`src/sv/rhc_pkg.sv`:
```
`default_nettype none
package rhc_pkg;

   // Quotient bits produced by the divider row, one per cell.
   localparam int unsigned Q_W   = 9;
   // Divisors are eight bits wide and start shifted up by Q_W - 1 places.
   localparam int unsigned D_W   = 8;
   localparam int unsigned DSH_W = D_W + Q_W - 1;
   localparam int unsigned NUM_W = DSH_W + 1;

   localparam int unsigned HUE_W = 9;
   localparam int unsigned PCT_W = 7;

   typedef struct packed {
      logic [7:0] red;
      logic [7:0] green;
      logic [7:0] blue;
   } req_type;

   typedef struct packed {
      logic [HUE_W-1:0] hue;
      logic [PCT_W-1:0] saturation;
      logic [PCT_W-1:0] brightness_value;
   } rsp_type;

   // Partial division state handed from one cell to the next.
   typedef struct packed {
      logic [NUM_W-1:0] hue_rem;
      logic [DSH_W-1:0] hue_dsh;
      logic [Q_W-1:0]   hue_q;
      logic [NUM_W-1:0] sat_rem;
      logic [DSH_W-1:0] sat_dsh;
      logic [Q_W-1:0]   sat_q;
      logic [PCT_W-1:0] val;
   } stage_type;

endpackage
`default_nettype wire

```
`src/sv/rhc_front.sv`:
```
`default_nettype none
module rhc_front
   import rhc_pkg::*;
(
   input  wire logic      clock,
   input  wire logic      reset,
   input  wire logic      in_valid,
   output logic           in_ready,
   input  wire req_type   in_data,
   output logic           out_valid,
   input  wire logic      out_ready,
   output stage_type      out_data
);

   logic      valid_ff, valid_in;
   stage_type data_ff, data_in;

   logic [7:0]  r, g, b, mx, mn, d;
   logic [10:0] d6, n;
   logic [NUM_W-1:0] hue_num;
   logic [14:0] mx100;
   logic [15:0] x1, vsum;

   assign r = in_data.red;
   assign g = in_data.green;
   assign b = in_data.blue;

   always_comb begin
      mx = (r > g) ? r : g;
      if (b > mx) begin
         mx = b;
      end
      mn = (r < g) ? r : g;
      if (b < mn) begin
         mn = b;
      end
      d  = mx - mn;
      d6 = {1'b0, d, 2'b00} + {2'b00, d, 1'b0};

      // Ties for the maximum go to red, then green.
      priority if (mx == r) begin
         if (g < b) begin
            n = {3'b000, g} + d6 - {3'b000, b};
         end else begin
            n = {3'b000, g} - {3'b000, b};
         end
      end else if (mx == g) begin
         n = {3'b000, b} + {2'b00, d, 1'b0} - {3'b000, r};
      end else begin
         n = {3'b000, r} + {1'b0, d, 2'b00} - {3'b000, g};
      end

      // 60n as 64n - 4n.
      hue_num = {n, 6'b000000} - {4'b0000, n, 2'b00};

      // Value is mx*100/255; the divide by 255 uses (x+1 + (x+1)/256)/256.
      mx100 = {mx, 6'b000000} + {2'b00, mx, 5'b00000} + {5'b00000, mx, 2'b00};
      x1    = {1'b0, mx100} + 16'd1;
      vsum  = x1 + {8'h00, x1[15:8]};

      data_in.hue_rem = hue_num;
      data_in.hue_dsh = {d, {(Q_W-1){1'b0}}};
      data_in.hue_q   = '0;
      data_in.sat_rem = NUM_W'({d, 6'b000000} + {2'b00, d, 5'b00000} + {5'b00000, d, 2'b00});
      data_in.sat_dsh = {mx, {(Q_W-1){1'b0}}};
      data_in.sat_q   = '0;
      data_in.val     = vsum[8+PCT_W-1:8];
   end

   assign in_ready = !valid_ff || out_ready;
   assign valid_in = in_ready ? in_valid : valid_ff;

   always_ff @(posedge clock) begin
      if (reset) begin
         valid_ff <= 1'b0;
      end else begin
         valid_ff <= valid_in;
      end
   end

   always_ff @(posedge clock) begin
      if (in_valid && in_ready) begin
         data_ff <= data_in;
      end
   end

   assign out_valid = valid_ff;
   assign out_data  = data_ff;

endmodule
`default_nettype wire

```
`src/sv/rhc_div_cell.sv`:
```
`default_nettype none
module rhc_div_cell
   import rhc_pkg::*;
(
   input  wire logic      clock,
   input  wire logic      reset,
   input  wire logic      in_valid,
   output logic           in_ready,
   input  wire stage_type in_data,
   output logic           out_valid,
   input  wire logic      out_ready,
   output stage_type      out_data
);

   logic      valid_ff, valid_in;
   stage_type data_ff, data_in;
   logic      hue_take, sat_take;

   // A zero divisor never subtracts, so grey and black pixels give zero quotients.
   always_comb begin
      hue_take = (in_data.hue_dsh != '0) && ({1'b0, in_data.hue_dsh} <= in_data.hue_rem);
      sat_take = (in_data.sat_dsh != '0) && ({1'b0, in_data.sat_dsh} <= in_data.sat_rem);

      data_in         = in_data;
      data_in.hue_rem = hue_take ? in_data.hue_rem - {1'b0, in_data.hue_dsh} : in_data.hue_rem;
      data_in.hue_dsh = in_data.hue_dsh >> 1;
      data_in.hue_q   = {in_data.hue_q[Q_W-2:0], hue_take};
      data_in.sat_rem = sat_take ? in_data.sat_rem - {1'b0, in_data.sat_dsh} : in_data.sat_rem;
      data_in.sat_dsh = in_data.sat_dsh >> 1;
      data_in.sat_q   = {in_data.sat_q[Q_W-2:0], sat_take};
   end

   assign in_ready = !valid_ff || out_ready;
   assign valid_in = in_ready ? in_valid : valid_ff;

   always_ff @(posedge clock) begin
      if (reset) begin
         valid_ff <= 1'b0;
      end else begin
         valid_ff <= valid_in;
      end
   end

   always_ff @(posedge clock) begin
      if (in_valid && in_ready) begin
         data_ff <= data_in;
      end
   end

   assign out_valid = valid_ff;
   assign out_data  = data_ff;

endmodule
`default_nettype wire

```
`src/sv/rgb_to_hsv_converter.sv`:
```
// Pipeline: an accepted request passes one front stage and then a row of
// nine divider cells that each resolve one quotient bit, all registered.
// Throughput: one request per cycle when not stalled; every stage holds its
// own valid bit, so a stalled result only holds back full stages behind it.
// Reset: synchronous, active high, clears the valid bits of all stages.
`default_nettype none
module rgb_to_hsv_converter
   import rhc_pkg::*;
(
   input  wire logic    clock,
   input  wire logic    reset,
   input  wire logic    req_valid,
   output logic         req_stall,
   input  wire req_type req_data,
   output logic         rsp_valid,
   input  wire logic    rsp_stall,
   output rsp_type      rsp_data
);

   logic      front_valid, front_ready;
   stage_type front_data;

   logic      cell_valid [Q_W+1];
   logic      cell_ready [Q_W+1];
   stage_type cell_data  [Q_W+1];

   rhc_front u_front (
      .clock     (clock),
      .reset     (reset),
      .in_valid  (req_valid),
      .in_ready  (front_ready),
      .in_data   (req_data),
      .out_valid (front_valid),
      .out_ready (cell_ready[0]),
      .out_data  (front_data)
   );

   assign req_stall     = !front_ready;
   assign cell_valid[0] = front_valid;
   assign cell_data[0]  = front_data;

   for (genvar k = 0; k < Q_W; k++) begin : g_cell
      rhc_div_cell u_cell (
         .clock     (clock),
         .reset     (reset),
         .in_valid  (cell_valid[k]),
         .in_ready  (cell_ready[k]),
         .in_data   (cell_data[k]),
         .out_valid (cell_valid[k+1]),
         .out_ready (cell_ready[k+1]),
         .out_data  (cell_data[k+1])
      );
   end

   assign cell_ready[Q_W] = !rsp_stall;

   assign rsp_valid                 = cell_valid[Q_W];
   assign rsp_data.hue              = cell_data[Q_W].hue_q[HUE_W-1:0];
   assign rsp_data.saturation       = cell_data[Q_W].sat_q[PCT_W-1:0];
   assign rsp_data.brightness_value = cell_data[Q_W].val;

`ifndef SYNTH
   a_rsp_range: assert property (@(posedge clock) disable iff (reset)
      rsp_valid |-> (rsp_data.hue < 9'd360) && (rsp_data.saturation <= 7'd100)
                    && (rsp_data.brightness_value <= 7'd100))
      else $error("result field out of range");

   a_accept_fills_front: assert property (@(posedge clock) disable iff (reset)
      req_valid && !req_stall |=> front_valid)
      else $error("accepted request lost at front stage");

   a_stall_only_when_full: assert property (@(posedge clock) disable iff (reset)
      req_stall |-> front_valid)
      else $error("request stalled with an empty front stage");
`endif

endmodule
`default_nettype wire

```
`config.mk`:
```
export PLATFORM = sky130hd
export DESIGN_NAME = rgb_to_hsv_converter
export DESIGN_NICKNAME = d
export VERILOG_FILES = /design/src/sv/rhc_pkg.sv /design/src/sv/rhc_front.sv /design/src/sv/rhc_div_cell.sv /design/src/sv/rgb_to_hsv_converter.sv
export SDC_FILE = /design/constraint.sdc
export NUM_CORES = 1
export LEC_CHECK = 0
export BUFFER_PORTS_ARGS = -buffer_cell sky130_fd_sc_hd__buf_2
export CORE_MARGIN = 5
export CORE_UTILIZATION = 35
export CTS_CLUSTER_SIZE = 28
export DETAILED_ROUTE_END_ITERATION = 10
export PLACE_DENSITY = 0.53
export SETUP_SLACK_MARGIN = 0.3
export SLEW_MARGIN = 0
export SYNTH_ARGS = -nofsm -noshare
export SYNTH_HDL_FRONTEND = slang
export SYNTH_SLANG_ARGS = --single-unit
```
`constraint.sdc`:
```
create_clock -name clock -period 20.6 [get_ports clock]
set_input_delay 1.03 -clock clock [delete_from_list [all_inputs] [get_ports clock]]
set_output_delay 1.03 -clock clock [all_outputs]
set_load 0.005 [all_outputs]
```
==> metrics.yaml <==
timing:
  tightest_slew_ps: 1180
  clock.fmax_mhz: 87.2
  fin_hold_ws_ps: 387
  slew_violations: 0
  post-route-period-util_pct: 55.7
  fin_skew_ps: 29.1
  setup_viol: 0
  final.setup.worst_slack_ps: 9130
  timing_hold_violations_final: 0
  period_needed_ps: 11470
  rsz0062_at_grt: "no"
  max-slew-margin-rel_pct: 21.3
  setup_tns_ps: 0
power:
  intPower_uw: 3520
  pwr-share-seq_pct: 26.1
  pwr_density_cell_nw_per_um2: 167
  clkPwrFrac_pct: 17.2
  p_leak_uw: 0.0140
  p_sw_uw: 2380
  comb_power_share_pct: 56.7
  peakVddDrop_v: 0.000210
  switching_share_pct: 40.3
worst_setup_path:
  cp_max_fo: 14
  r2r-end: "g_cell[4].u_cell.out_data[90]"
  slowest_stage: "xor2_1"
  cp.required_ps: 21020
  critPathArrivalTime_ps: 11890
  crit_start: "req_data[13]"
  crit_type: "in2reg"
  r2r_start: "g_cell[3].u_cell.out_data[63]"
  reg2reg_depth: 16
  endpoint_kind: "flip-flop"
  cpPeakStageDelay_ps: 680
  path_buf_inv: 5
  timing.reg2reg.setup_slack_ps: 16630
  cp_top_family: "compound AO/OA/AOI/OAI gates"
  critPathLaunchType: "input port"
  crit_path_frequent_cell: "ha_1"
floorplanning:
  die_x_um: 312
  initial_utilization_pct: 35.4
  dieArea_sq_um: 97200
  num_rows: 110
  pin_count: 53
  fp.dieH_um: 312
  coreArea_sq_um: 90100
run:
  max_cap_viol_count: 0
logic_synthesis:
  synth-edff-count: 540
  yosysSeqAreaShare_pct: 51.5
  async_flop_share_pct: 0
  syn_area_sq_um: 31900
  synth_fp_nets: 3024
  ys_ff_latch: 550
  synthCells: 2694
  postSynthAreaPerCell_sq_um: 11.8
  synth_warnings: 0
  synthDistinctLibCells: 95
  synthFlopType: "edfxtp_1"
finish:
  final_nets: 3094
  final_cells: 3981
  area_delta_synth_final_pct: 10.9
  multi_input_area_sq_um: 14100
  seqCellArea_sq_um: 16400
  nFillCells: 8484
  antenna_cells: 0
  drive_gt1_share_pct: 9.02
  mostFrequentLayoutCell: "edfxtp_1"
  mostFrequentLayoutCells: "edfxtp_1 (540), inv_1 (288), ha_1 (256)"
global_routing:
  grt_max_degree: 70
  grt_pass1_wl_um: 109000
  grtUsageTotal_pct: 13.7
  grt_overflow: 0
  antenna_found_initial: 0
  grt_pass1_vias: 21100
clock_tree:
  clkTransAtPathRegs_ps: 60
  clockRootBuffer: "clkbuf_16"
  cts_buffers: 56
  clkLatencyLatePin_ps: 600
  cts_resized: 0
  post_cts_buffers: 0
  cts_tree: "built"
  clock-sinks: 550
  cts-hold-fix-buffers: 0
  cts_buffer_depth: 3
  htree_num_levels: 2
outcome:
  status: "complete, no violations"
placement:
  io_buffers: 52
  gp_congestion: 0.904
  pre_cts_slack_ps: 8570
  placed_cells: 3882
  place_hpwl_um: 53900
drt:
  wirelength_um: 67700
  ant_nets: 0
  drcViolationCount: 0
  avgViaCountPerCell: 4.99
  wl_per_cell_um: 17.0
  drt_iter0_drc: 806
  dr.pass1.iters: 5
  vias: 19900
min_path:
  min_path_type: "reg2reg"
  hold_depth: 0
  hold_path_end: "g_cell[4].u_cell.out_data[6]"
  min_from: "g_cell[3].u_cell.out_data[6]"
==> kinds of logic (layout without fill, tap and decap cells) <==
family | count (synthesis) | in the layout | share of synthesized area (%)
xor gates and xnor gates | 249 | 249 | 6.91
adders and majority gates | 306 | 306 | 13.1
AOI/OAI and AO/OA | 535 | 535 | 11.0
DFF | 550 | 550 | 51.5
muxes | 67 | 67 | 2.32
and+or+nand+nor | 636 | 636 | 10.6
buffers and inverters | 351 | 462 | 4.59
==> how the worst max path moves through the flow <==
stage	endpoint	slack [ps]	cells after the start
after CTS	u_front.out_data[87]	9180	40
after floorplan	u_front.out_data[89]	10340	43
after global routing	u_front.out_data[87]	8360	40
final	u_front.out_data[87]	9130	40
after global placement	u_front.out_data[87]	8720	40
after detailed placement	u_front.out_data[87]	8570	40
==> cells in the mapped netlist, drive strengths merged, types with 21 or more instances <==
cell | instances | area share, %
edfxtp | 540 | 51
inv | 289 | 3.4
ha | 256 | 10
nand2 | 154 | 1.8
o21ai | 144 | 2.3
xnor2 | 141 | 3.9
a21o | 139 | 3.3
a21oi | 122 | 2.0
nor2 | 111 | 1.4
xor2 | 107 | 2.9
nor4 | 60 | 1.2
nand4 | 58 | 1.2
mux2 | 51 | 1.8
nor2b | 49 | 0.96
nand2b | 47 | 0.92
fa | 46 | 2.9
nor3 | 46 | 0.74
buf | 40 | 0.93
nand3 | 38 | 0.61
o21bai | 25 | 0.59
clkbuf | 21 | 0.25
==> stage by stage <==
stage                     utilization (%)  power (uW)  area [sq um]
after floorplan                         -        4150         31900
after global placement               37.2        4850         33500
after detailed placement             37.2        4900         33500
after CTS                            39.2        5960         35400
after global routing                 39.2        6370         35400
final                                39.2        5900         35400
==> metal layers <==
metal	track usage [%]	vias up	wire length, um
met5	0	-	0
li1	-	9935	-
met2	27.2	304	36800
met3	1.79	135	1870
met1	14.8	9498	26800
met4	4.42	0	2320
==> area by class of cell <==
class                           count  area share, %
Clock inverter                     35           1.08
Tap cell                         1176           4.16
Timing Repair Buffer               73           1.18
Sequential cell                   550           46.4
Inverter                          290           3.08
Clock buffer                       64           4.17
Multi-Input combinational cell   1793           39.9
==> sequential cells by signal, indices dropped and copies added, names as in the netlist <==
name,cells
g_cell.u_cell.out_valid,9
u_front.out_data,49
u_front.out_valid,1
g_cell.u_cell.out_data,491
==> power by group through the flow <==
stage                     clock network (uW)  logic, uW  registers (uW)
after floorplan                            0       2610            1540
after global placement                     0       3290            1560
after detailed placement                   0       3330            1570
after CTS                               1050       3360            1540
after global routing                    1090       3720            1550
final                                   1020       3340            1540
Note: power is estimated with default switching activity, not from simulation.
